### src/rtl/ssr_pkg.sv
package ssr_pkg;

    // Sizing of the accumulator store and of the sums.
    localparam int MAX_SUMS   = 1024;
    localparam int DATA_WIDTH = 32;

    // Fixed field widths.
    localparam int ELEM_W      = 32;
    localparam int SUM_W       = 32;
    localparam int SUM_INDEX_W = 10;
    localparam int OUTER_W     = 24;
    localparam int MIDDLE_W    = 11;
    localparam int INNER_W     = 24;
    localparam int CFG_DATA_W  = 24;
    localparam int CFG_INDEX_W = 2;
    localparam int IN_TDATA_W  = 32;
    localparam int OUT_TDATA_W = 48;
    localparam int OUT_PAD_W   = OUT_TDATA_W - SUM_W - SUM_INDEX_W;

    // Slot index and the width used to compare middle counts against the store size.
    localparam int IDX_W   = (MAX_SUMS > 1) ? $clog2(MAX_SUMS) : 1;
    localparam int NMID_W  = (IDX_W + 1 > MIDDLE_W) ? IDX_W + 1 : MIDDLE_W;

    // Depth of the queue between front and back.
    localparam int QUEUE_DEPTH = 4;
    localparam int QPTR_W      = $clog2(QUEUE_DEPTH);
    localparam int QCNT_W      = $clog2(QUEUE_DEPTH + 1);

    // Configuration register indexes.
    typedef enum logic [CFG_INDEX_W-1:0] {
        REG_OUTER  = 2'd0,
        REG_MIDDLE = 2'd1,
        REG_INNER  = 2'd2
    } reg_index_t;

    typedef logic signed [DATA_WIDTH-1:0] acc_t;

    // One classified word, handed from the front to the back.
    typedef struct packed {
        logic signed [ELEM_W-1:0] elem;
        logic [IDX_W-1:0]         slot;
        logic                     load;   // first touch of the slot in this tensor
        logic                     emit;   // this word completes the slot
        logic                     last;   // completed slot is the final one
    } cmd_t;

    // Wrapped accumulator to the 32-bit result field.
    function automatic logic signed [SUM_W-1:0] acc_to_sum(acc_t v);
        return SUM_W'(v);
    endfunction

endpackage

### src/rtl/ssr_queue.sv
module ssr_queue (
    input  logic           clk,
    input  logic           rst_n,
    input  logic           push,
    input  ssr_pkg::cmd_t  push_cmd,
    output logic           push_ready,
    input  logic           pop,
    output logic           pop_valid,
    output ssr_pkg::cmd_t  pop_cmd
);

    ssr_pkg::cmd_t                  store_reg [ssr_pkg::QUEUE_DEPTH];
    logic [ssr_pkg::QPTR_W-1:0]     wr_ptr_reg;
    logic [ssr_pkg::QPTR_W-1:0]     rd_ptr_reg;
    logic [ssr_pkg::QCNT_W-1:0]     count_reg, count_next;

    assign push_ready = count_reg != ssr_pkg::QCNT_W'(ssr_pkg::QUEUE_DEPTH);
    assign pop_valid  = count_reg != '0;
    assign pop_cmd    = store_reg[rd_ptr_reg];

    always_comb
    begin
        count_next = count_reg;
        if (push && !pop)
            count_next = count_reg + 1'b1;
        else if (pop && !push)
            count_next = count_reg - 1'b1;
    end

    always_ff @(posedge clk)
    begin
        if (push)
            store_reg[wr_ptr_reg] <= push_cmd;
    end

    always_ff @(posedge clk or negedge rst_n)
    begin
        if (!rst_n)
        begin
            wr_ptr_reg <= '0;
            rd_ptr_reg <= '0;
            count_reg  <= '0;
        end
        else
        begin
            if (push)
                wr_ptr_reg <= (wr_ptr_reg == ssr_pkg::QPTR_W'(ssr_pkg::QUEUE_DEPTH - 1)) ?
                              '0 : wr_ptr_reg + 1'b1;
            if (pop)
                rd_ptr_reg <= (rd_ptr_reg == ssr_pkg::QPTR_W'(ssr_pkg::QUEUE_DEPTH - 1)) ?
                              '0 : rd_ptr_reg + 1'b1;
            count_reg <= count_next;
        end
    end

    a_no_overflow: assert property (@(posedge clk) disable iff (!rst_n)
        push |-> push_ready)
        else $error("queue written while full");

    a_no_underflow: assert property (@(posedge clk) disable iff (!rst_n)
        pop |-> pop_valid)
        else $error("queue read while empty");

endmodule

### config.mk
export PLATFORM = sky130hd
export DESIGN_NAME = ssr_queue
export DESIGN_NICKNAME = d
export VERILOG_FILES = /design/src/rtl/ssr_pkg.sv /design/src/rtl/ssr_queue.sv
export SDC_FILE = /design/constraint.sdc
export NUM_CORES = 1
export LEC_CHECK = 0
export BUFFER_PORTS_ARGS = -buffer_cell sky130_fd_sc_hd__buf_2
export CORE_MARGIN = 3
export CORE_UTILIZATION = 37
export DETAILED_ROUTE_END_ITERATION = 7
export PLACE_DENSITY = 0.57
export SYNTH_ARGS = -nofsm -noshare
export SYNTH_HDL_FRONTEND = slang
export SYNTH_SLANG_ARGS = --single-unit
export TNS_END_PERCENT = 1
### constraint.sdc
create_clock -name clk -period 2 [get_ports clk]
set_input_delay 0.2 -clock clk [delete_from_list [all_inputs] [get_ports clk]]
set_output_delay 0.2 -clock clk [all_outputs]
set_load 0.05 [all_outputs]
==> impl_metrics.csv, run 1 <==
group,metric,value,unit
run_status,status,"complete, but fails checks",
run_status,failed_checks,"setup timing",
worst_setup_path,worstPathArrival,1.88,ns
worst_setup_path,crit_start,"rd_ptr_reg[0]",
synth,ys_types,17,
timing,slew_headroom,79.3,%
global_routing,grt_pass1_vias,3577,
global_routing,grt_max_degree,33,
timing,finalSetupViolations,41,
synth,synthCells,273,
clocking,htreeDepth,4,
timing,rsz0062_at_grt,"true",
layout,layout_common_cells,"edfxtp_1 (180), buf_2 (50), mux4_2 (45), dlygate4sd3_1 (45), buf_6 (45)",
timing,worst_slew_pin_slew,0.311,ns
synth,synth_top_family_by_area,"multiplexers",
worst_setup_path,critPathKind,"reg2out",
layout,drive_above_1_share,44.0,%
layout,finalNetCount,498,
floorplan,ioPinCount,96,
synth,synthAdderAreaFrac,1.38,%
synth,yosys.area_share.simple,0.833,%
drt,wl_per_cell,19.2,um
clocking,insertion_delay,0.42,ns
drt,dr_total_vias,3318,
synth,synth_compound_area_share,0.145,%
timing,report.final.slew_viol_count,0,
synth,synth_xor_xnor_area_share,0.380,%
synth,yosysTopAreaCellShare,78.2,%
place,dp_hpwl,7670,um
worst_setup_path,worstSetupEndpointType,"primary output",
synth,synth-seq-cells,187,
place,placed_cell_area,0.00779,mm^2
timing,fin_skew,0.00774,ns
timing,final-hold-violation-count,0,
floorplan,start_util,38.1,%
pwr,irDropWorstVdd,0.715,mV
synth,synth.area.top_cells,"edfxtp_1 (78%), mux4_2 (15%), dfrtp_1 (2.5%)",
synth,syn_area_per_cell,25.3,um^2
drt,antenna_left,0,
worst_setup_path,start_kind,"register",
layout,area_growth_syn_to_layout,34.1,%
hold_path,hp-start,"push_cmd[9]",
timing,finalWorstSetupSlack,-0.0795,ns
run,cap_violations,0,
pwr,leakagePower,0.00325,uW
synth,synth_nets,329,
synth,yosysSeqAreaShare,80.8,%
place,gp_congestion,0.675,
drt,drtIter0Drc,107,
synth,yosys_warnings,0,
global_routing,grt_pass1_wl,20100,um
synth,synth_area,0.00691,mm^2
hold_path,hold_class,"in2reg",
synth,muxShareOfSynthArea,15.2,%
clocking,clkTransAtPathRegs,0.07,ns
clocking,cts_buffers,17,
layout,post-route-cell-area,0.00926,mm^2
worst_setup_path,crit_fanout,5,
floorplan,fp.dieW,143,um
clocking,cts-root-buf,"clkbuf_16",
floorplan,dieArea,0.0203,mm^2
floorplan,fp.dieH,143,um
pwr,p_total,15100,uW
clocking,cts_tree,"yes",
layout,nFillCells,1455,
layout,num_antenna_cells,0,
timing,timing.final.crit_period,2.08,ns
worst_setup_path,crit_chain,"buf_6, buf_12, mux4_2, buf_8",
drt,drcViolationCount,0,
global_routing,grt_use_total,13.4,%
timing,fmax,481,MHz
drt,via_per_inst,4.85,
clocking,clockBufferDepth,2,
global_routing,overflow,0,
global_routing,antenna_found_initial,0,
floorplan,row_count,49,
floorplan,core,0.0181,mm^2
worst_setup_path,crit_required,1.80,ns
drt,wl,13100,um
layout,layout_commonest_cell,"edfxtp_1",
worst_setup_path,r2r_start,"rd_ptr_reg[0]",
worst_setup_path,cpPeakStageDelay,0.54,ns
timing,period_share,104,%
drt,drt_pass1_iterations,4,
clocking,cts_num_sinks,187,
layout,largest_reg_flops,180,
pwr,power.density,1620,mW/mm^2
worst_setup_path,crit_path_top_delay_cell,"mux4_2",
synth,yosysTopAreaCell,"edfxtp_1",
place,portBuffers,95,
-- metrics by stage --
stage	std cells	util, %	hold WS [ns]	setup slack [ns]	TNS, ns
floorplan	273	-	-0.0956	-0.105	-9.78
global placement	599	42.9	0.0473	0.286	0
detailed placement	599	42.9	0.0601	0.280	0
CTS	683	50.8	0.00502	-0.130	-3.38
global route	684	51.0	0.0160	-0.146	-4.87
finish	684	51.0	0.0274	-0.0795	-1.87
-- cells in the mapped netlist --
cell      instances
edfxtp_1        180
mux4_2           45
dfrtp_1           7
ha_1              6
buf_2             5
and2_1            4
buf_6             4
inv_1             4
nor2_1            4
mux2_2            3
nand2_1           3
o21ai_0           2
xor2_1            2
buf_4             1
fa_1              1
or3_1             1
xnor2_1           1
-- final timing paths --
check | to | slack (ns) | cells after the start
setup / recovery | pop_cmd[34] | -0.08 | 4
hold / removal | store_reg[2][9] | 0.03 | 1
setup reg to reg | rd_ptr_reg[1] | 0.40 | 5
hold reg to reg | count_reg[2] | 0.49 | 1
max in group asynchronous | rd_ptr_reg[0] | 1.66 | 2
min in group asynchronous | count_reg[2] | 0.15 | 2
-- power by group --
group,internal [uW],switching [uW],total (uW)
combinational,2780,3850,6630
clock,1750,1450,3190
sequential,5030,201,5230
total,9560,5500,15100
-- worst max-delay path, delay by kind of cell, from the launching register on --
kind	cells	cell delay, ns
DFF	1	0.48
muxes	1	0.54
buffers and inverters	3	0.44
-- routing by layer --
metal	share of wire (%)	wire, um	up-vias	GRT usage, %
li1	-	-	1496	-
met1	43	5630	1738	16.6
met2	52	6850	71	23.0
met3	3.8	492	13	3.58
met4	1.1	143	0	4.20
met5	0	0	-	0
-- cell type report --
type,count,area (um^2),area share [%]
well taps,229,287,3.09
multi-input cells,72,1240,13.4
flip-flops and latches,187,5590,60.3
repair buffers,160,1570,17.0
inverters,4,15.0,0.162
clock inverters,14,136,1.47
clock buffers,18,429,4.63
-- cell families (layout without fill, tap and decap cells) --
family	Yosys count	count (layout)
adders and majority gates	7	7
AOI/OAI and AO/OA	2	2
DFF	187	187
xor gates and xnor gates	3	3
and+or+nand+nor	12	12
muxes	48	48
buffers and inverters	14	196
-- repair_timing --
| item | CTS | global route |
|---|---|---|
| hold endpoints to repair | 183 | 0 |
| hold buffers | 45 | 0 |
| gates cloned | 3 | 1 |
| gates resized for setup | 95 | 3 |
| setup buffers | 4 | 0 |
| endpoints found under the setup margin | 45 | 45 |
Note: power is estimated with default switching activity, not from simulation.
==> inputs of run 2 (changes only) <==
--- a/config.mk
+++ b/config.mk
@@ -9,7 +9,6 @@
 export CORE_MARGIN = 3
 export CORE_UTILIZATION = 37
 export DETAILED_ROUTE_END_ITERATION = 7
-export PLACE_DENSITY = 0.57
 export SYNTH_ARGS = -nofsm -noshare
 export SYNTH_HDL_FRONTEND = slang
 export SYNTH_SLANG_ARGS = --single-unit
==> constraint.sdc (replaced) <==
create_clock -name clk -period 2.3 [get_ports clk]
set_input_delay 0.23 -clock clk [delete_from_list [all_inputs] [get_ports clk]]
set_output_delay 0.23 -clock clk [all_outputs]
set_load 0.05 [all_outputs]
==> run 2 against run 1 <==
  * The flow now finishes without violations
  * Via count fell by 1.7%
  * Cell area down 8.0%
  * Critical path type unchanged
  * Critical endpoint is now pop_cmd[13]
  * Flip-flop and latch count unchanged
  * Worst hold slack lost 0.00095 ns
  * Global-route usage about the same
  * Clock skew is 0.0043 ns higher
  * Count of clock-buffer cells in the layout fell by 1
==> impl_metrics.csv, run 2 (same netlist as run 1, synthesis figures left out) <==
group,metric,value,unit
pwr,leakagePower,0.00295,uW
layout,num_antenna_cells,0,
drt,drcViolationCount,0,
global_routing,grt_use_total,13.4,%
global_routing,grt_pass1_wl,19900,um
drt,drt_pass1_iterations,4,
worst_setup_path,rr_worst_depth,4,
place,portBuffers,95,
worst_setup_path,r2r_start,"wr_ptr_reg[0]",
clocking,insertion_delay,0.42,ns
timing,rsz0062_at_grt,"false",
timing,worst_slew_pin_slew,0.510,ns
worst_setup_path,cpPeakStageDelay,0.61,ns
clocking,cts_tree,"yes",
floorplan,dieArea,0.0203,mm^2
timing,fmax,457,MHz
drt,dr_total_vias,3263,
drt,wl,12800,um
hold_path,hp-start,"push_cmd[20]",
clocking,clockBufferDepth,2,
timing,fin_skew,0.0120,ns
worst_setup_path,worstPathArrival,1.96,ns
run,cap_violations,0,
global_routing,overflow,0,
hold_path,hold_class,"in2reg",
worst_setup_path,critPathKind,"reg2out",
place,dp.cells,598,
layout,area_growth_syn_to_layout,23.4,%
timing,report.final.slew_viol_count,0,
timing,timing.final.crit_period,2.19,ns
global_routing,antenna_found_initial,1,
pwr,p_total,11800,uW
clocking,htreeDepth,4,
layout,largest_reg_flops,180,
floorplan,core,0.0181,mm^2
floorplan,ioPinCount,96,
timing,slew_headroom,66.0,%
worst_setup_path,start_kind,"register",
layout,layout_common_cells,"edfxtp_1 (180), buf_2 (95), mux4_2 (45), dlygate4sd3_1 (24), clkbuf_16 (17)",
worst_setup_path,ff2ff_setup_slack,0.66,ns
drt,via_per_inst,4.98,
clocking,clkTransAtPathRegs,0.07,ns
floorplan,fp.dieH,143,um
hold_path,worstHoldPathCells,1,
worst_setup_path,crit_start,"rd_ptr_reg[1]",
clocking,cts_num_sinks,187,
global_routing,grt_pass1_vias,3580,
worst_setup_path,worstSetupEndpointType,"primary output",
timing,whs,0.0265,ns
worst_setup_path,rr_endpoint,"store_reg[2][16]",
layout,layout_commonest_cell,"edfxtp_1",
run_status,status,"completed",
layout,finalNetCount,470,
layout,instances_no_fill,655,
timing,finalSetupViolations,0,
drt,wl_per_cell,19.5,um
floorplan,start_util,38.1,%
floorplan,fp.dieW,143,um
clocking,cts-root-buf,"clkbuf_16",
worst_setup_path,crit_chain,"buf_4, mux4_2, buf_2",
place,dp_hpwl,7650,um
hold_path,min_to,"store_reg[1][20]",
timing,final-hold-violation-count,0,
timing,period_share,95.2,%
clocking,cts_buffers,17,
global_routing,grt_max_degree,46,
worst_setup_path,crit_path_top_delay_cell,"dfrtp_4",
drt,antenna_left,0,
place,gp_congestion,0.673,
layout,fin_util,47.0,%
pwr,irDropWorstVdd,0.603,mV
layout,drive_above_1_share,43.9,%
drt,drtIter0Drc,171,
worst_setup_path,crit_required,2.07,ns
floorplan,row_count,49,
timing,fin_tns_setup,0,ns
worst_setup_path,crit_fanout,16,
pwr,power.density,1390,mW/mm^2
-- run 2: changes by cell type in the layout (fill, tap and decap cells not counted), sizes merged --
| cell | before | now |
|---|---|---|
| inv | 10 | 6 |
| clkbuf | 19 | 17 |
| dlygate4sd3 | 45 | 24 |
| clkinv | 6 | 10 |
| buf | 114 | 108 |
-- run 2: area by class of cell --
class / count / area, um^2
well taps: 229 / 287
flip-flops and latches: 187 / 5590
fillers: 1548 / 9620
clock inverters: 14 / 105
inverters: 4 / 15.0
clock buffers: 17 / 425
repair buffers: 132 / 863
multi-input cells: 72 / 1240
-- run 2: timing repair --
item	in CTS	in global routing
endpoints found under the setup margin	20	0
buffers inserted	2	0
hold buffers	24	0
hold endpoints to repair	99	0
gates resized for setup	1	0
-- run 2: layer usage --
metal	vias up	track usage (%)	share of wire (%)	wire, um
li1	1431	-	-	-
met1	1728	16.6	43	5470
met2	81	21.7	50	6380
met3	21	4.25	5.4	687
met4	2	5.70	1.7	217
met5	-	0	0.055	7
-- run 2: metrics by stage --
stage / instance area, um^2 / setup slack, ns
after global routing: 8520 / 0.0319
final: 8520 / 0.111
after detailed placement: 7740 / 0.433
after floorplan: 6910 / 0.189
after CTS: 8520 / 0.0774
after global placement: 7740 / 0.428
-- run 2: worst max path at each step --
| stage | end | slack, ns | cells after the start |
|---|---|---|---|
| 2_1_floorplan | store_reg[0][0] | 0.19 | 3 |
| 3_3_place_gp | pop_cmd[13] | 0.43 | 3 |
| 3_5_place_dp | pop_cmd[13] | 0.43 | 3 |
| 4_1_cts | pop_cmd[13] | 0.08 | 3 |
| 5_1_grt | pop_cmd[13] | 0.03 | 3 |
| 6_report | pop_cmd[13] | 0.11 | 3 |
-- run 2: critical path: cells and delay by family (launching register included) --
family / cells / cell delay (ns)
flip-flops: 1 / 0.61
buffers and inverters: 2 / 0.55
multiplexers: 1 / 0.36
-- run 2: where the power goes --
part	internal [uW]	switching [uW]
clock	1470	1190
sequential	4390	239
combinational	1470	3070
total	7320	4500
==> inputs of run 3 (changes only) <==
--- a/config.mk
+++ b/config.mk
@@ -9,6 +9,7 @@
 export CORE_MARGIN = 3
 export CORE_UTILIZATION = 37
 export DETAILED_ROUTE_END_ITERATION = 7
+export MAX_ROUTING_LAYER = met4
 export SYNTH_ARGS = -nofsm -noshare
 export SYNTH_HDL_FRONTEND = slang
 export SYNTH_SLANG_ARGS = --single-unit
==> run 3 against run 2 <==
  * Wire length increased by 0.52%
  * Cell count increased by 0.31%
  * Register-to-register slack about the same
  * Core utilization increased by 0.069 points
  * Flip-flop and latch count unchanged
==> impl_metrics.csv, run 3 (same netlist as run 1, synthesis figures left out) <==
group,metric,value,unit
floorplan,core,0.0181,mm^2
timing,fin_tns_setup,0,ns
place,gp_congestion,0.680,
pwr,leakagePower,0.00296,uW
layout,finalNetCount,471,
clocking,cts-root-buf,"clkbuf_16",
worst_setup_path,r2r_start,"wr_ptr_reg[0]",
worst_setup_path,crit_start,"rd_ptr_reg[1]",
timing,finalSetupViolations,0,
pwr,seq_power_share,39.1,%
pwr,switchingPower,4510,uW
clocking,cts_num_sinks,187,
timing,slew_headroom,66.2,%
pwr,power.density,1390,mW/mm^2
timing,finalWorstSetupSlack,0.108,ns
pwr,combPwrFrac,38.4,%
floorplan,ioPinCount,96,
global_routing,grt_use_total,13.8,%
place,dp_hpwl,7650,um
place,dp.cells,598,
floorplan,fp.dieH,143,um
clocking,cts_tree,"yes",
timing,fmax,456,MHz
floorplan,row_count,49,
timing,period_share,95.3,%
floorplan,fp.dieW,143,um
global_routing,grt_pass1_vias,3590,
timing,whs,0.0239,ns
hold_path,hold_class,"in2reg",
layout,area_growth_syn_to_layout,23.6,%
timing,report.final.slew_viol_count,0,
timing,worst_slew_pin_slew,0.508,ns
layout,nFillCells,1546,
clocking,insertion_delay,0.42,ns
layout,layout_commonest_cell,"edfxtp_1",
place,portBuffers,95,
run,cap_violations,0,
hold_path,hp-start,"push_cmd[44]",
pwr,p_sw_share,38.1,%
layout,largest_reg_flops,180,
clocking,clkTransAtPathRegs,0.07,ns
drt,wl,12800,um
place,post-place-ws,0.433,ns
global_routing,overflow,0,
pwr,irDropWorstVdd,0.602,mV
floorplan,dieArea,0.0203,mm^2
pwr,clkPwrFrac,22.5,%
floorplan,start_util,38.1,%
timing,rsz0062_at_grt,"false",
layout,layout_common_cells,"edfxtp_1 (180), buf_2 (95), mux4_2 (45), dlygate4sd3_1 (25), clkbuf_16 (17)",
timing,fin_skew,0.0119,ns
drt,drcViolationCount,0,
drt,antenna_left,0,
worst_setup_path,crit_fanout,16,
worst_setup_path,start_kind,"register",
layout,instances_no_fill,657,
worst_setup_path,critPathKind,"reg2out",
pwr,intPower,7320,uW
drt,dr_total_vias,3262,
global_routing,grt_max_degree,46,
timing,timing.final.crit_period,2.19,ns
global_routing,antenna_found_initial,1,
drt,via_per_inst,4.96,
clocking,clockBufferDepth,2,
drt,wl_per_cell,19.5,um
clocking,cts_buffers,17,
drt,drtIter0Drc,182,
drt,drt_pass1_iterations,4,
clocking,htreeDepth,4,
worst_setup_path,worstSetupEndpointType,"primary output",
run_status,status,"completed",
worst_setup_path,crit_required,2.07,ns
worst_setup_path,worstPathArrival,1.96,ns
layout,drive_above_1_share,43.8,%
global_routing,grt_pass1_wl,19900,um
timing,final-hold-violation-count,0,
[run 3: cell types whose count changed in the layout (fill, tap and decap cells not counted)]
cell and change:
diode_2 +1, dlygate4sd3_1 +1
[run 3: area by class of cell]
type | count | area, um^2 | area share (%)
Sequential cell | 187 | 5590 | 65.5
Multi-Input combinational cell | 72 | 1240 | 14.5
Timing Repair Buffer | 133 | 873 | 10.2
Clock buffer | 17 | 425 | 4.98
Tap cell | 229 | 287 | 3.36
Clock inverter | 14 | 105 | 1.23
Inverter | 4 | 15.0 | 0.176
Antenna cell | 1 | 2.50 | 0.0293
[run 3: critical path: stages (launching register included)]
cell     delay (ns)
dfrtp_4        0.61
buf_4          0.32
mux4_2         0.36
buf_2          0.23
[run 3: timing repair]
action	CTS	global route
setup buffers	2	0
endpoints found under the hold margin	99	2
hold buffers	24	1
resized for setup	1	0
setup endpoints to repair	20	0
[run 3: through the flow]
| stage | util, % | total power, uW | area (um^2) |
|---|---|---|---|
| after global placement | 42.6 | 9200 | 7740 |
| after floorplan | - | 8170 | 6910 |
| after CTS | 47.0 | 12000 | 8520 |
| after detailed placement | 42.6 | 9270 | 7740 |
| after global routing | 47.0 | 12400 | 8540 |
| final | 47.0 | 11800 | 8540 |
[run 3: worst paths after layout]
check / slack [ns] / cells after the start / end
min in group asynchronous: 0.17 / 2 / count_reg[2]
max reg2reg: 0.66 / 4 / store_reg[2][16]
min reg2reg: 0.52 / 1 / count_reg[2]
max in group asynchronous: 1.93 / 2 / rd_ptr_reg[1]
max: 0.11 / 3 / pop_cmd[13]
min: 0.02 / 1 / store_reg[3][44]
[run 3: power by group through the flow]
stage	sequential, uW	combinational, uW	clock (uW)
6_report	4620	4540	2670
5_1_grt	4680	4820	2890
4_1_cts	4630	4650	2770
3_5_place_dp	4740	4520	0
3_3_place_gp	4710	4490	0
2_1_floorplan	4570	3600	0
[run 3: layer usage]
| metal | up-vias | global-route usage [%] | wire length [um] |
|---|---|---|---|
| met1 | 1726 | 16.7 | 5620 |
| met5 | - | - | 0 |
| met3 | 22 | 4.19 | 618 |
| met4 | 0 | 5.70 | 175 |
| met2 | 78 | 21.7 | 6420 |
| li1 | 1436 | - | - |
