==> config.mk <==
export PLATFORM = sky130hd
export DESIGN_NAME = ssr_front
export DESIGN_NICKNAME = d
export VERILOG_FILES = /design/src/rtl/ssr_pkg.sv /design/src/rtl/ssr_front.sv
export SDC_FILE = /design/constraint.sdc
export NUM_CORES = 1
export LEC_CHECK = 0
export BUFFER_PORTS_ARGS = -buffer_cell sky130_fd_sc_hd__buf_2
export CAP_MARGIN = 0
export CORE_MARGIN = 2
export CORE_UTILIZATION = 53
export CTS_CLUSTER_SIZE = 12
export DETAILED_ROUTE_END_ITERATION = 12
export PLACE_DENSITY = 0.8
export SLEW_MARGIN = 20
export SYNTH_ARGS = -nofsm -noshare
export SYNTH_HDL_FRONTEND = slang
export SYNTH_SLANG_ARGS = --single-unit
==> constraint.sdc <==
create_clock -name clk -period 5.5 [get_ports clk]
set_input_delay 0.275 -clock clk [delete_from_list [all_inputs] [get_ports clk]]
set_output_delay 0.275 -clock clk [all_outputs]
set_load 0.1 [all_outputs]
==> src/rtl/ssr_pkg.sv <==
package ssr_pkg;

    // Sizing of the accumulator store and of the sums.
    localparam int MAX_SUMS   = 1024;
    localparam int DATA_WIDTH = 32;

    // Fixed field widths.
    localparam int ELEM_W      = 32;
    localparam int SUM_W       = 32;
    localparam int SUM_INDEX_W = 10;
    localparam int OUTER_W     = 24;
    localparam int MIDDLE_W    = 11;
    localparam int INNER_W     = 24;
    localparam int CFG_DATA_W  = 24;
    localparam int CFG_INDEX_W = 2;
    localparam int IN_TDATA_W  = 32;
    localparam int OUT_TDATA_W = 48;
    localparam int OUT_PAD_W   = OUT_TDATA_W - SUM_W - SUM_INDEX_W;

    // Slot index and the width used to compare middle counts against the store size.
    localparam int IDX_W   = (MAX_SUMS > 1) ? $clog2(MAX_SUMS) : 1;
    localparam int NMID_W  = (IDX_W + 1 > MIDDLE_W) ? IDX_W + 1 : MIDDLE_W;

    // Depth of the queue between front and back.
    localparam int QUEUE_DEPTH = 4;
    localparam int QPTR_W      = $clog2(QUEUE_DEPTH);
    localparam int QCNT_W      = $clog2(QUEUE_DEPTH + 1);

    // Configuration register indexes.
    typedef enum logic [CFG_INDEX_W-1:0] {
        REG_OUTER  = 2'd0,
        REG_MIDDLE = 2'd1,
        REG_INNER  = 2'd2
    } reg_index_t;

    typedef logic signed [DATA_WIDTH-1:0] acc_t;

    // One classified word, handed from the front to the back.
    typedef struct packed {
        logic signed [ELEM_W-1:0] elem;
        logic [IDX_W-1:0]         slot;
        logic                     load;   // first touch of the slot in this tensor
        logic                     emit;   // this word completes the slot
        logic                     last;   // completed slot is the final one
    } cmd_t;

    // Wrapped accumulator to the 32-bit result field.
    function automatic logic signed [SUM_W-1:0] acc_to_sum(acc_t v);
        return SUM_W'(v);
    endfunction

endpackage

==> src/rtl/ssr_front.sv <==
module ssr_front (
    input  logic                                clk,
    input  logic                                rst_n,
    input  logic                                cfg_wr_en,
    input  logic [ssr_pkg::CFG_INDEX_W-1:0]     cfg_wr_index,
    input  logic [ssr_pkg::CFG_DATA_W-1:0]      cfg_wr_data,
    input  logic                                in_valid,
    input  logic [ssr_pkg::ELEM_W-1:0]          in_elem,
    input  logic                                queue_ready,
    output logic                                push,
    output ssr_pkg::cmd_t                       push_cmd
);

    logic [ssr_pkg::OUTER_W-1:0]  outer_cnt_reg;
    logic [ssr_pkg::MIDDLE_W-1:0] middle_cnt_reg;
    logic [ssr_pkg::INNER_W-1:0]  inner_cnt_reg;

    logic [ssr_pkg::INNER_W-1:0]  inner_pos_reg,  inner_pos_next;
    logic [ssr_pkg::IDX_W-1:0]    middle_pos_reg, middle_pos_next;
    logic [ssr_pkg::OUTER_W-1:0]  outer_pos_reg,  outer_pos_next;

    logic [ssr_pkg::OUTER_W-1:0]  n_outer;
    logic [ssr_pkg::NMID_W-1:0]   n_mid;
    logic [ssr_pkg::INNER_W-1:0]  n_inner;
    logic [ssr_pkg::NMID_W-1:0]   mid_wide;
    logic [ssr_pkg::IDX_W-1:0]    slot;
    logic                         inner_end;
    logic                         outer_end;
    logic                         mid_end;
    logic                         cfg_hit;

    // A zero count acts as one; the middle count is capped at the store size.
    always_comb
    begin
        n_outer = (outer_cnt_reg == '0) ? ssr_pkg::OUTER_W'(1) : outer_cnt_reg;
        n_inner = (inner_cnt_reg == '0) ? ssr_pkg::INNER_W'(1) : inner_cnt_reg;
        if (middle_cnt_reg == '0)
            n_mid = ssr_pkg::NMID_W'(1);
        else if (ssr_pkg::NMID_W'(middle_cnt_reg) > ssr_pkg::NMID_W'(ssr_pkg::MAX_SUMS))
            n_mid = ssr_pkg::NMID_W'(ssr_pkg::MAX_SUMS);
        else
            n_mid = ssr_pkg::NMID_W'(middle_cnt_reg);
    end

    always_comb
    begin
        slot      = (ssr_pkg::NMID_W'(middle_pos_reg) >= n_mid) ? '0 : middle_pos_reg;
        mid_wide  = ssr_pkg::NMID_W'(slot) + ssr_pkg::NMID_W'(1);
        inner_end = ({1'b0, inner_pos_reg} + 1'b1) >= {1'b0, n_inner};
        outer_end = ({1'b0, outer_pos_reg} + 1'b1) >= {1'b0, n_outer};
        mid_end   = mid_wide >= n_mid;

        push              = in_valid && queue_ready;
        push_cmd.elem     = $signed(in_elem);
        push_cmd.slot     = slot;
        push_cmd.load     = (outer_pos_reg == '0) && (inner_pos_reg == '0);
        push_cmd.emit     = outer_end && inner_end;
        push_cmd.last     = mid_end;

        inner_pos_next  = inner_pos_reg + 1'b1;
        middle_pos_next = slot;
        outer_pos_next  = outer_pos_reg;
        if (inner_end)
        begin
            inner_pos_next = '0;
            if (mid_end)
            begin
                middle_pos_next = '0;
                outer_pos_next  = outer_end ? '0 : outer_pos_reg + 1'b1;
            end
            else
            begin
                middle_pos_next = ssr_pkg::IDX_W'(mid_wide);
            end
        end
    end

    assign cfg_hit = cfg_wr_en &&
                     (cfg_wr_index == ssr_pkg::REG_OUTER  ||
                      cfg_wr_index == ssr_pkg::REG_MIDDLE ||
                      cfg_wr_index == ssr_pkg::REG_INNER);

    always_ff @(posedge clk or negedge rst_n)
    begin
        if (!rst_n)
        begin
            outer_cnt_reg  <= ssr_pkg::OUTER_W'(1);
            middle_cnt_reg <= ssr_pkg::MIDDLE_W'(1);
            inner_cnt_reg  <= ssr_pkg::INNER_W'(1);
            inner_pos_reg  <= '0;
            middle_pos_reg <= '0;
            outer_pos_reg  <= '0;
        end
        else if (cfg_hit)
        begin
            // Any write to a count register starts a new tensor.
            case (ssr_pkg::reg_index_t'(cfg_wr_index))
                ssr_pkg::REG_OUTER:  outer_cnt_reg  <= cfg_wr_data;
                ssr_pkg::REG_MIDDLE: middle_cnt_reg <= ssr_pkg::MIDDLE_W'(cfg_wr_data);
                ssr_pkg::REG_INNER:  inner_cnt_reg  <= cfg_wr_data;
                default:             outer_cnt_reg  <= outer_cnt_reg;
            endcase
            inner_pos_reg  <= '0;
            middle_pos_reg <= '0;
            outer_pos_reg  <= '0;
        end
        else if (push)
        begin
            inner_pos_reg  <= inner_pos_next;
            middle_pos_reg <= middle_pos_next;
            outer_pos_reg  <= outer_pos_next;
        end
    end

endmodule

==> summary.md, run 1 <==
| Metric | Value |
|---|---|
| Worst-Margin Slew | `699 ps` |
| Unrepaired setup endpoints after global routing | `no` |
| Vias in the first global route | `6,594` |
| TNS Setup | `0 ps` |
| Iteration-0 DRC Markers | `about 570` |
| Startpoint types | `flip-flop` |
| Min-delay src | `cfg_wr_data[18]` |
| Final core utilization | `roughly three fifths` |
| Area grow syn2layout | `11.2%` |
| Die Ht | `127 um` |
| Max Transition Viols Final | `0` |
| Detailed-placement wirelength estimate | `roughly 14,000 um` |
| PwrDens | `just under 300 nW/um^2` |
| Critical R2R Launch | `middle_cnt_reg[9]$_DFFE_PN0P_` |
| Int Pwr | `slightly below 0.002 W` |
| Synth cell types | `62` |
| Share of post-route cells with drive strength above 1 | `between 10% and 20%` |
| Status | `finished, final reports clean` |
| FP Rows | `44` |
| P_sw | `between 0.0007 and 0.0008 W` |
| All-Layer GR Usage | `26.0%` |
| Core area | `between 10,000 and 15,000 um^2` |
| DRT Wirelength | `20,000 um` |
| HP Class | `in -> reg` |
| Critical path class | `reg -> out` |
| Fillcell total | `about 1.2k` |
| IO Count | `109` |
| H-tree levels | `4` |
| Synth area leader | `dfrtp_1` |
| Die X | `between 100 and 150 um` |
| Syn. warnings | `0` |
| First-pass GRT wire length | `~33,000 um` |
| Async S/R FF share, synth | `100%` |
| Final Cell Area | `~8900 um^2` |
| DR vias | `around 6.6k` |
| Setup violators final | `0` |
| Post-DP Area | `approximately 8000 um^2` |
| CTS sink cnt | `117` |
| Die area | `around 16,000 um^2` |
| Tmin final | `approximately 5200 ps` |
| Vias per cell | `just over 6` |
| Max rail drop VDD | `roughly 0.26 mV` |
| Combinational share of power | `between 10% and 20%` |
| Tcrit/Tclk final | `~95%` |
| Clock share of power | `46.5%` |
| Lkg Pwr | `between 4 and 5 nW` |
| Initial Util | `between 50% and 60%` |
| Register bit total from synthesis | `roughly 120` |
| CTS root buffer | `clkbuf_16` |
| FMAX | `around 190 MHz` |
| Ys flop type | `dfrtp_1` |
| GPL Wtd Cong | `roughly 0.89` |
| Clock latency at the later pin of the worst-skew pair | `between 400 and 500 ps` |
| Clk_skew | `between 10 and 15 ps` |
| Synth area leaders | `dfrtp_1, ha_1, mux2_2, xnor2_1, inv_1` |
| Flop pwr share | `a little under two fifths` |
| Crit. Startpoint | `middle_cnt_reg[9]$_DFFE_PN0P_` |
| Total Nets Final | `1,000` |
| Number of diodes | `0` |
| Rel. slew slack | `about 53%` |
| WL/cell | `18.8 um` |
| Kind of end point of the critical path | `output port` |
| GRT Residual Overflow | `0` |
| CTS tree | `done` |
| Post-route DRC | `0` |
| Antenna Violating Nets Remaining | `0` |
| Tot Pwr | `between 0.002 and 0.003 W` |
| Sw Share | `26.7%` |
| Num CTS Buffers | `17` |
| Most numerous cell in the Yosys netlist | `dfrtp_1` |
| Initial antenna violation count | `0` |
| Syn Inst Count | `855` |
| Fin. Hold Viols | `0` |
| Crit path DAT | `4970 ps` |
| Top-area cell type share of the netlist area | `between 30% and 40%` |
| Bufs on Longest Clock Path | `2` |
| Largest net degree at the start of global routing | `between 70 and 80` |
| Max-cap violations | `0` |
| Clk slew on worst S/H paths | `around 60 ps` |
| EDFF count, synth | `0` |
| CP max FO | `10` |
| Commonest cells in the netlist | `dfrtp_1, inv_1, ha_1, nand2_1` |
| Post-Syn Area | `roughly 8000 um^2` |
| Post-synthesis area per instance | `9.37 um^2` |
| WP data required | `5220 ps` |
| Register area share after synthesis | `36.6%` |
| Syn Nets | `between 900 and 1k` |
| Port Buffers | `44` |
| Drt first pass iters | `5` |
==> metrics by stage <==
stage               std cells  worst slack (ps)  hold WS, ps
floorplan                 855              -136        -20.6
global placement         1023               364          494
detailed placement       1024              98.2          498
CTS                      1056              48.6         43.9
global route             1060              24.5         94.7
finish                   1060               259         85.2
==> worst paths after layout <==
path	endpoint	slack (ps)	cells past startpoint
hold reg to reg	inner_cnt_reg[2]$_DFFE_PN0P_	540	1
setup / recovery	push_cmd[0]	260	18
min in group asynchronous	inner_pos_reg[8]$_DFFE_PN0P_	360	2
hold / removal	outer_cnt_reg[18]$_DFFE_PN0P_	90	3
max in group asynchronous	inner_cnt_reg[15]$_DFFE_PN0P_	4220	3
setup reg to reg	middle_pos_reg[7]$_DFFE_PN0P_	330	19
==> power groups by stage <==
stage	sequential [W]	combinational (W)	clock [W]
6_report	0.00101	0.000396	0.00122
5_1_grt	0.00102	0.000444	0.00127
4_1_cts	0.00101	0.000390	0.00123
3_5_place_dp	0.00102	0.000385	0
3_3_place_gp	0.00102	0.000370	0
2_1_floorplan	0.000999	0.000388	0
==> cell type report <==
| type | count | area (um^2) | area share (%) |
|---|---|---|---|
| sequential | 117 | 2930 | 32.9 |
| clock inverter | 10 | 178 | 1.99 |
| timing repair buffer | 55 | 334 | 3.75 |
| inverter | 80 | 300 | 3.37 |
| clock buffer | 22 | 464 | 5.21 |
| multi-input combinational | 592 | 4470 | 50.2 |
| tap | 184 | 230 | 2.58 |
==> metal layers <==
layer | track usage, % | routed length [um] | up-vias | part of all wire, %
li1 | - | - | 3072 | -
met1 | 33.6 | 8760 | 3226 | 44
met2 | 41.5 | 9450 | 224 | 47
met3 | 7.17 | 1160 | 49 | 5.8
met4 | 10.7 | 607 | 0 | 3.0
met5 | 0 | 0 | - | 0
==> kinds of logic after synthesis <==
logic type      after synthesis  share of synthesized area, %
buf+inv                     146                          8.89
flops                       117                          36.6
simple gates                260                          17.1
mux                          37                          5.20
compound gates              171                          15.2
fa+ha+maj                    74                          11.6
xor+xnor                     50                          5.47
==> worst max-delay path, cell delays in order, from the launching register on <==
cell       delay, ps
dfrtp_1          400
nor4_1           330
a31oi_1          130
nor2_1           220
ha_1             260
nand2b_4         150
a2111oi_4        340
a2111oi_4        100
nor3_2           240
and2_2           210
ha_4             180
and4_1           220
nand3_2          110
xnor2_1          170
ha_1             310
a2111oi_0        420
o21ai_1          120
o22a_2           350
buf_4            270
==> timing repair <==
action                     4_1_cts  5_1_grt
gates resized for setup          0        6
hold buffers                     0        1
setup buffers                    0        2
setup endpoints to repair        0       34
hold endpoints to repair         0       30
==> layout by cell type, fill, tap and decap left out, types with 3 or more instances in the layout <==
cell type,instances
clkbuf_16,17
xnor2_1,35
or3_1,5
ha_1,73
nor3_1,9
a22o_1,19
nand3_1,33
inv_1,79
clkbuf_1,3
and3_1,12
clkinv_2,4
o31ai_1,9
a31o_2,3
nor2_1,31
buf_2,42
nand2_1,73
a31oi_1,4
o21ai_0,36
nor4_1,26
o2bb2ai_1,14
and2_1,10
dfstp_2,3
a211o_1,4
xor2_1,15
buf_4,10
dfrtp_1,114
a21oi_1,35
nand4_1,24
or4_1,9
a21o_1,14
o311a_1,5
or2_2,3
and4_1,5
mux2_2,37
bufinv_16,5
o21a_1,6
(Power assumes the default switching activity.)
==> inputs of run 2 (changes only) <==
--- a/config.mk
+++ b/config.mk
@@ -5,13 +5,14 @@
 export SDC_FILE = /design/constraint.sdc
 export NUM_CORES = 1
 export LEC_CHECK = 0
+export ABC_AREA = 1
 export BUFFER_PORTS_ARGS = -buffer_cell sky130_fd_sc_hd__buf_2
 export CAP_MARGIN = 0
 export CORE_MARGIN = 2
-export CORE_UTILIZATION = 53
+export CORE_UTILIZATION = 54
 export CTS_CLUSTER_SIZE = 12
 export DETAILED_ROUTE_END_ITERATION = 12
-export PLACE_DENSITY = 0.8
+export PLACE_DENSITY = 0.81
 export SLEW_MARGIN = 20
 export SYNTH_ARGS = -nofsm -noshare
 export SYNTH_HDL_FRONTEND = slang
==> constraint.sdc (replaced) <==
create_clock -name clk -period 5.5 [get_ports clk]
set_input_delay 0 -clock clk [delete_from_list [all_inputs] [get_ports clk]]
set_output_delay 0 -clock clk [all_outputs]
set_load 0.1 [all_outputs]
==> summary.md, run 2 <==
| Metric | Value |
|---|---|
| Num CTS Buffers | `17 (unchanged)` |
| Status | `finished, final reports clean (unchanged)` |
| GR peak layer | `met2 (unchanged)` |
| EDFF count, synth | `0 (unchanged)` |
| Iteration-0 DRC Markers | `665 (was 567)` |
| GPL Wtd Cong | `0.930 (was 0.888)` |
| Post-CTS setup buffer count | `0 (unchanged)` |
| Initial Util | `55.3% (was 54.7%)` |
| Post-route DRC | `0 (unchanged)` |
| Met3 track demand over resource | `6.42% (was 7.17%)` |
| DR vias | `8,302 (was 6,571)` |
| Fin. Hold Viols | `0 (unchanged)` |
| Startpoint types | `flip-flop (unchanged)` |
| Critical path class | `reg -> out (unchanged)` |
| H-tree levels | `4 (unchanged)` |
| Commonest cells in the netlist | `nand2_1, inv_1, dfrtp_1 (was dfrtp_1, inv_1, ha_1, nand2_1)` |
| Worst path buffer plus inverter count | `7 (was 1)` |
| FF+latch area | `2930 um^2 (unchanged)` |
| Cell family with most CP delay | `simple AND/OR/NAND/NOR gates (unchanged)` |
| Core area | `15,900 um^2 (was 14,600 um^2)` |
| Clk slew on worst S/H paths | `60 ps (about the same)` |
| Die Ht | `132 um (was 127 um)` |
| Detailed-placement wirelength estimate | `17,000 um (was 14,400 um)` |
| Min-delay src | `in_elem[24] (was cfg_wr_data[18])` |
| FF-to-FF End | `outer_pos_reg[14]$_DFFE_PN0P_ (was middle_pos_reg[7]$_DFFE_PN0P_)` |
| Max rail drop VDD | `0.256 mV (about the same)` |
| Tmin final | `4990 ps (was 5240 ps)` |
| Vias in the first global route | `7,753 (was 6,594)` |
| Register bit total from synthesis | `117 (unchanged)` |
| Int Pwr | `0.00179 W (was 0.00192 W)` |
| WL/cell | `15.3 um (was 18.8 um)` |
| Kind of end point of the critical path | `output port (unchanged)` |
| Register area share after synthesis | `33.2% (was 36.6%)` |
| Worst path max stage delay | `510 ps (was 420 ps)` |
| CTS root buffer | `clkbuf_16 (unchanged)` |
| Hold Path Sink | `push_cmd[37] (was outer_cnt_reg[18]$_DFFE_PN0P_)` |
| Worst-Margin Slew | `923 ps (was 699 ps)` |
| Multi-input gate area | `4760 um^2 (was 4470 um^2)` |
| IO Count | `109 (unchanged)` |
| Final core utilization | `61.7% (was 60.8%)` |
| Vias per cell | `5.43 (was 6.20)` |
| Top-area cell type share of the netlist area | `32.3% (was 35.6%)` |
| Syn Inst Count | `1,270 (was 855)` |
| Post-synthesis area per instance | `6.94 um^2 (was 9.37 um^2)` |
| Hold WS | `0.0279 ps (was 85.2 ps)` |
| Clock share of power | `42.8% (was 46.5%)` |
| Post-Syn Area | `8820 um^2 (was 8010 um^2)` |
| Syn Nets | `1,407 (was 992)` |
| Worst Hold Path Cells | `0 (was 3)` |
| Crit path DAT | `4990 ps (was 4970 ps)` |
| CP max FO | `10 (unchanged)` |
| R2R setup slack | `580 ps (was 330 ps)` |
| All-Layer GR Usage | `27.5% (was 26.0%)` |
| Bufs on Longest Clock Path | `2 (unchanged)` |
| Synth cell types | `42 (was 62)` |
| Syn. warnings | `0 (unchanged)` |
| Most frequent cells in the layout | `nand2_1, inv_1, dfrtp_1 (was dfrtp_1, inv_1, nand2_1, ha_1, buf_2)` |
| Synth area leader | `dfrtp_1 (unchanged)` |
| Fillcell total | `1,436 (was 1,208)` |
| Clk_skew | `7.91 ps (was 11.0 ps)` |
| Initial antenna violation count | `2 (was 0)` |
| Unrepaired setup endpoints after global routing | `no (unchanged)` |
| CTS tree | `done (unchanged)` |
| Clock latency at the later pin of the worst-skew pair | `430 ps (was 420 ps)` |
| Die area | `17,400 um^2 (was 16,100 um^2)` |
| Met1 Use GR | `37.0% (was 33.6%)` |
| Tcrit/Tclk final | `90.7% (was 95.3%)` |
| Die X | `132 um (was 127 um)` |
| DRT Wirelength | `23,400 um (was 20,000 um)` |
| GRT Residual Overflow | `0 (unchanged)` |
| Rel. slew slack | `38.5% (was 53.3%)` |
| WP data required | `5500 ps (was 5220 ps)` |
| Ys flop type | `dfrtp_1 (unchanged)` |
| Tot Pwr | `0.00264 W (was 0.00263 W)` |
| P_sw | `0.000856 W (was 0.000703 W)` |
| Worst path slowest cell | `buf_2 (was a2111oi_0)` |
| Max-cap violations | `0 (unchanged)` |
| FMAX | `200 MHz (was 191 MHz)` |
| Most numerous cell in the Yosys netlist | `nand2_1 (was dfrtp_1)` |
| Number of diodes | `0 (unchanged)` |
| Post-route insts no fill | `1,528 (was 1,060)` |
| Port Buffers | `44 (unchanged)` |
| Max Transition Viols Final | `0 (unchanged)` |
| Met2 Usage GRT | `43.5% (was 41.5%)` |
| HP Class | `in -> out (was in -> reg)` |
| First-pass GRT wire length | `38,200 um (was 33,200 um)` |
| FF-to-FF path depth | `31 (was 19)` |
| Async S/R FF share, synth | `100% (unchanged)` |
| Setup violators final | `0 (unchanged)` |
| PwrDens | `269 nW/um^2 (was 295 nW/um^2)` |
| FP Rows | `46 (was 44)` |
| Critical R2R Launch | `middle_cnt_reg[6]$_DFFE_PN0P_ (was middle_cnt_reg[9]$_DFFE_PN0P_)` |
| Combinational share of power | `19.3% (was 15.1%)` |
| Synth area leaders | `dfrtp_1, nand2_1, ha_1, inv_1, o21ai_0 (was dfrtp_1, ha_1, mux2_2, xnor2_1, inv_1)` |
| CTS sink cnt | `117 (unchanged)` |
| Sw Share | `32.4% (was 26.7%)` |
| Total Nets Final | `1,436 (was 1,000)` |
| Commonest non-fill, non-tap cell in the layout | `nand2_1 (was dfrtp_1)` |
| Antenna Violating Nets Remaining | `0 (unchanged)` |
| TNS Setup | `0 ps (unchanged)` |
| Share of post-route cells with drive strength above 1 | `8.46% (was 17.1%)` |
| Flop pwr share | `37.9% (was 38.4%)` |
| Drt first pass iters | `5 (unchanged)` |
| Lkg Pwr | `5.37 nW (was 4.29 nW)` |
| Inst Count DP | `1,470 (was 1,024)` |
| Area grow syn2layout | `11.5% (was 11.2%)` |
| Largest net degree at the start of global routing | `76 (unchanged)` |
==> run 2: cells by family after synthesis <==
| logic type | after synthesis | share of synthesized area (%) |
|---|---|---|
| AO/OA/AOI/OAI | 131 | 8.00 |
| XOR/XNOR | 33 | 3.28 |
| adder cells (fa/ha/maj) | 74 | 10.5 |
| buffers and inverters | 271 | 13.3 |
| flip-flops | 117 | 33.2 |
| AND/OR/NAND/NOR | 644 | 31.7 |
==> run 2: final cells by class <==
type / count / area share [%]
timing repair buffer: 74 / 5.19
clock buffer: 17 / 4.32
clock inverter: 15 / 1.73
multi-input combinational: 883 / 48.3
sequential: 117 / 29.8
inverter: 206 / 7.86
tap: 216 / 2.75
==> run 2: worst max-delay path by stage <==
stage | from | to | slack, ps | cells after the start
2_1_floorplan | middle_cnt_reg[6]$_DFFE_PN0P_ | outer_pos_reg[15]$_DFFE_PN0P_ | 6 | 26
3_3_place_gp | middle_cnt_reg[6]$_DFFE_PN0P_ | outer_pos_reg[20]$_DFFE_PN0P_ | 540 | 31
3_5_place_dp | middle_cnt_reg[6]$_DFFE_PN0P_ | outer_pos_reg[12]$_DFFE_PN0P_ | 430 | 32
4_1_cts | middle_cnt_reg[6]$_DFFE_PN0P_ | outer_pos_reg[12]$_DFFE_PN0P_ | 420 | 32
5_1_grt | middle_cnt_reg[6]$_DFFE_PN0P_ | outer_pos_reg[12]$_DFFE_PN0P_ | 20 | 31
6_report | middle_cnt_reg[6]$_DFFE_PN0P_ | push_cmd[0] | 510 | 28
==> run 2: what timing repair did <==
item,CTS,global route
setup endpoints to repair,0,25
endpoints found under the hold margin,101,0
hold buffers,25,0
resized for setup,0,4
==> run 2: power groups by stage <==
stage / Combinational [W] / Sequential (W) / Clock, W
2_1_floorplan: 0.000464 / 0.000995 / 0
3_3_place_gp: 0.000472 / 0.00101 / 0
3_5_place_dp: 0.000485 / 0.00101 / 0
4_1_cts: 0.000504 / 0.000999 / 0.00114
5_1_grt: 0.000581 / 0.00101 / 0.00118
6_report: 0.000510 / 0.00100 / 0.00113
==> run 2: through the flow <==
stage | setup WS [ps] | cell area [um^2]
5_1_grt | 22.2 | 9840
3_5_place_dp | 435 | 8960
2_1_floorplan | 5.78 | 8820
6_report | 512 | 9840
4_1_cts | 416 | 9810
3_3_place_gp | 539 | 8960
==> run 2: metal layers <==
layer	wire length, um	up-vias
li1	-	4103
met1	10300	3831
met2	10900	310
met3	1670	56
met4	498	2
met5	13	-
==> inputs of run 3 (changes only) <==
==> constraint.sdc (replaced) <==
create_clock -name clk -period 5.5 [get_ports clk]
set_input_delay 0.275 -clock clk [delete_from_list [all_inputs] [get_ports clk]]
set_output_delay 0.275 -clock clk [all_outputs]
set_load 0.1 [all_outputs]
==> summary.md, run 3 (same netlist as run 2, synthesis figures left out) <==
| Metric | Value |
|---|---|
| Most frequent CP cell | `inv_1` |
| PwrDens | `272 nW/um^2 (was 269 nW/um^2)` |
| Critical path class | `reg -> out (unchanged)` |
| WP data required | `5220 ps (was 5500 ps)` |
| GPL Wtd Cong | `0.940 (was 0.930)` |
| Lkg Pwr | `5.27 nW (was 5.37 nW)` |
| Die area | `17,400 um^2 (unchanged)` |
| Max-cap violations | `0 (unchanged)` |
| Setup violators final | `0 (unchanged)` |
| Port Buffers | `44 (unchanged)` |
| Final Cell Area | `9600 um^2 (was 9840 um^2)` |
| Commonest non-fill, non-tap cell in the layout | `nand2_1 (unchanged)` |
| GRT Residual Overflow | `0 (unchanged)` |
| Die X | `132 um (unchanged)` |
| FP Rows | `46 (unchanged)` |
| Initial Util | `55.3% (unchanged)` |
| Die Ht | `132 um (unchanged)` |
| Fin. Hold Viols | `0 (unchanged)` |
| CP max FO | `10 (unchanged)` |
| Post-route DRC | `0 (unchanged)` |
| Largest net degree at the start of global routing | `64 (was 76)` |
| Iteration-0 DRC Markers | `673 (was 665)` |
| DR vias | `8,200 (was 8,302)` |
| Total Nets Final | `1,411 (was 1,436)` |
| Tot Pwr | `0.00261 W (was 0.00264 W)` |
| Clk_skew | `9.95 ps (was 7.91 ps)` |
| H-tree levels | `4 (unchanged)` |
| Worst path slowest cell | `dfrtp_1 (was buf_2)` |
| Initial antenna violation count | `0 (was 2)` |
| Status | `finished, final reports clean (unchanged)` |
| Worst path buffer plus inverter count | `7 (unchanged)` |
| Multi-input gate area | `4770 um^2 (was 4760 um^2)` |
| Antenna Violating Nets Remaining | `0 (unchanged)` |
| IO Count | `109 (unchanged)` |
| Fillcell total | `1,492 (was 1,436)` |
| FF+latch area | `2930 um^2 (unchanged)` |
| Max rail drop VDD | `0.241 mV (was 0.256 mV)` |
| First-pass GRT wire length | `38,900 um (was 38,200 um)` |
| Detailed-placement wirelength estimate | `17,200 um (was 17,000 um)` |
| Number of diodes | `0 (unchanged)` |
| Clock latency at the later pin of the worst-skew pair | `430 ps (about the same)` |
| CTS sink cnt | `117 (unchanged)` |
| CTS root buffer | `clkbuf_16 (unchanged)` |
| FMAX | `199 MHz (was 200 MHz)` |
| Vias in the first global route | `7,871 (was 7,753)` |
| Drt first pass iters | `6 (was 5)` |
| TNS Setup | `0 ps (unchanged)` |
| Kind of end point of the critical path | `output port (unchanged)` |
| Num CTS Buffers | `17 (unchanged)` |
| Bufs on Longest Clock Path | `2 (unchanged)` |
| Unrepaired setup endpoints after global routing | `no (unchanged)` |
| Crit path DAT | `4750 ps (was 4990 ps)` |
| HP Class | `in -> reg (was in -> out)` |
| Post-DP Area | `8960 um^2 (unchanged)` |
| DRT Wirelength | `23,000 um (was 23,400 um)` |
| Tmin final | `5030 ps (was 4990 ps)` |
| Rel. slew slack | `41.6% (was 38.5%)` |
| Worst path max stage delay | `400 ps (was 510 ps)` |
| Vias per cell | `5.46 (was 5.43)` |
| Startpoint types | `flip-flop (unchanged)` |
| Worst-Margin Slew | `868 ps (was 923 ps)` |
| Share of post-route cells with drive strength above 1 | `8.86% (was 8.46%)` |
| Max Transition Viols Final | `0 (unchanged)` |
| All-Layer GR Usage | `27.7% (was 27.5%)` |
| Tcrit/Tclk final | `91.4% (was 90.7%)` |
| WL/cell | `15.3 um (about the same)` |
| Most frequent cells in the layout | `nand2_1, inv_1, dfrtp_1 (unchanged)` |
| CTS tree | `done (unchanged)` |
| Core area | `15,900 um^2 (unchanged)` |
| Clk slew on worst S/H paths | `60 ps (about the same)` |
| Cell family with most CP delay | `simple AND/OR/NAND/NOR gates (unchanged)` |
| Area grow syn2layout | `8.87% (was 11.5%)` |
run 3: final cells by class:
type,instances,area share (%)
multi-input combinational,882,49.7
sequential,117,30.5
inverter,206,8.05
clock buffer,17,4.43
timing repair buffer,50,2.84
tap,216,2.81
clock inverter,15,1.64
run 3: worst reg2reg max path: cells and delay by family, from the launching register on:
family                   cells  cell delay, ps
AND/OR/NAND/NOR             19            2530
adder cells (fa/ha/maj)      3             800
buffers and inverters        6             560
AO/OA/AOI/OAI                3             530
flip-flops                   1             400
run 3: routing by layer:
layer | routed length [um] | track usage [%] | vias to the layer above
li1 | - | - | 4039
met1 | 10200 | 37.7 | 3814
met2 | 10800 | 44.6 | 299
met3 | 1630 | 5.38 | 48
met4 | 422 | 9.30 | 0
met5 | 0 | 0 | -
run 3: path summary, 6_finish.rpt:
path / from / endpoint / slack, ps / cells past startpoint
min reg2reg: inner_cnt_reg[10]$_DFFE_PN0P_ / inner_cnt_reg[10]$_DFFE_PN0P_ / 480 / 2
max in group asynchronous: rst_n / outer_cnt_reg[21]$_DFFE_PN0P_ / 3780 / 3
max reg2reg: middle_cnt_reg[6]$_DFFE_PN0P_ / outer_pos_reg[20]$_DFFE_PN0P_ / 590 / 31
min: cfg_wr_data[18] / inner_cnt_reg[18]$_DFFE_PN0P_ / 130 / 3
max: middle_cnt_reg[6]$_DFFE_PN0P_ / push_cmd[0] / 470 / 28
min in group asynchronous: rst_n / inner_pos_reg[13]$_DFFE_PN0P_ / 490 / 2
run 3: what timing repair did:
item	in CTS	in global routing
hold endpoints to repair	62	0
setup endpoints to repair	0	30
buffers inserted	0	0
hold buffers	1	0
gates resized for setup	0	12
run 3: through the flow:
step                      util [%]  hold WS [ps]  cells  setup slack [ps]
after global placement        56.2           430   1470               564
after floorplan                  -         -20.6   1270              5.78
after detailed placement      56.2           431   1470               303
after CTS                     59.9           122   1503              84.1
final                         60.2           129   1503               471
after global routing          60.2           134   1503              6.54
run 3: where the power goes:
part / internal (W) / switching, W / total, W / leakage (nW)
logic: 0.000161 / 0.000339 / 0.000499 / 3.45
registers: 0.000940 / 0.0000631 / 0.00100 / 1.54
clock network: 0.000641 / 0.000469 / 0.00111 / 0.288
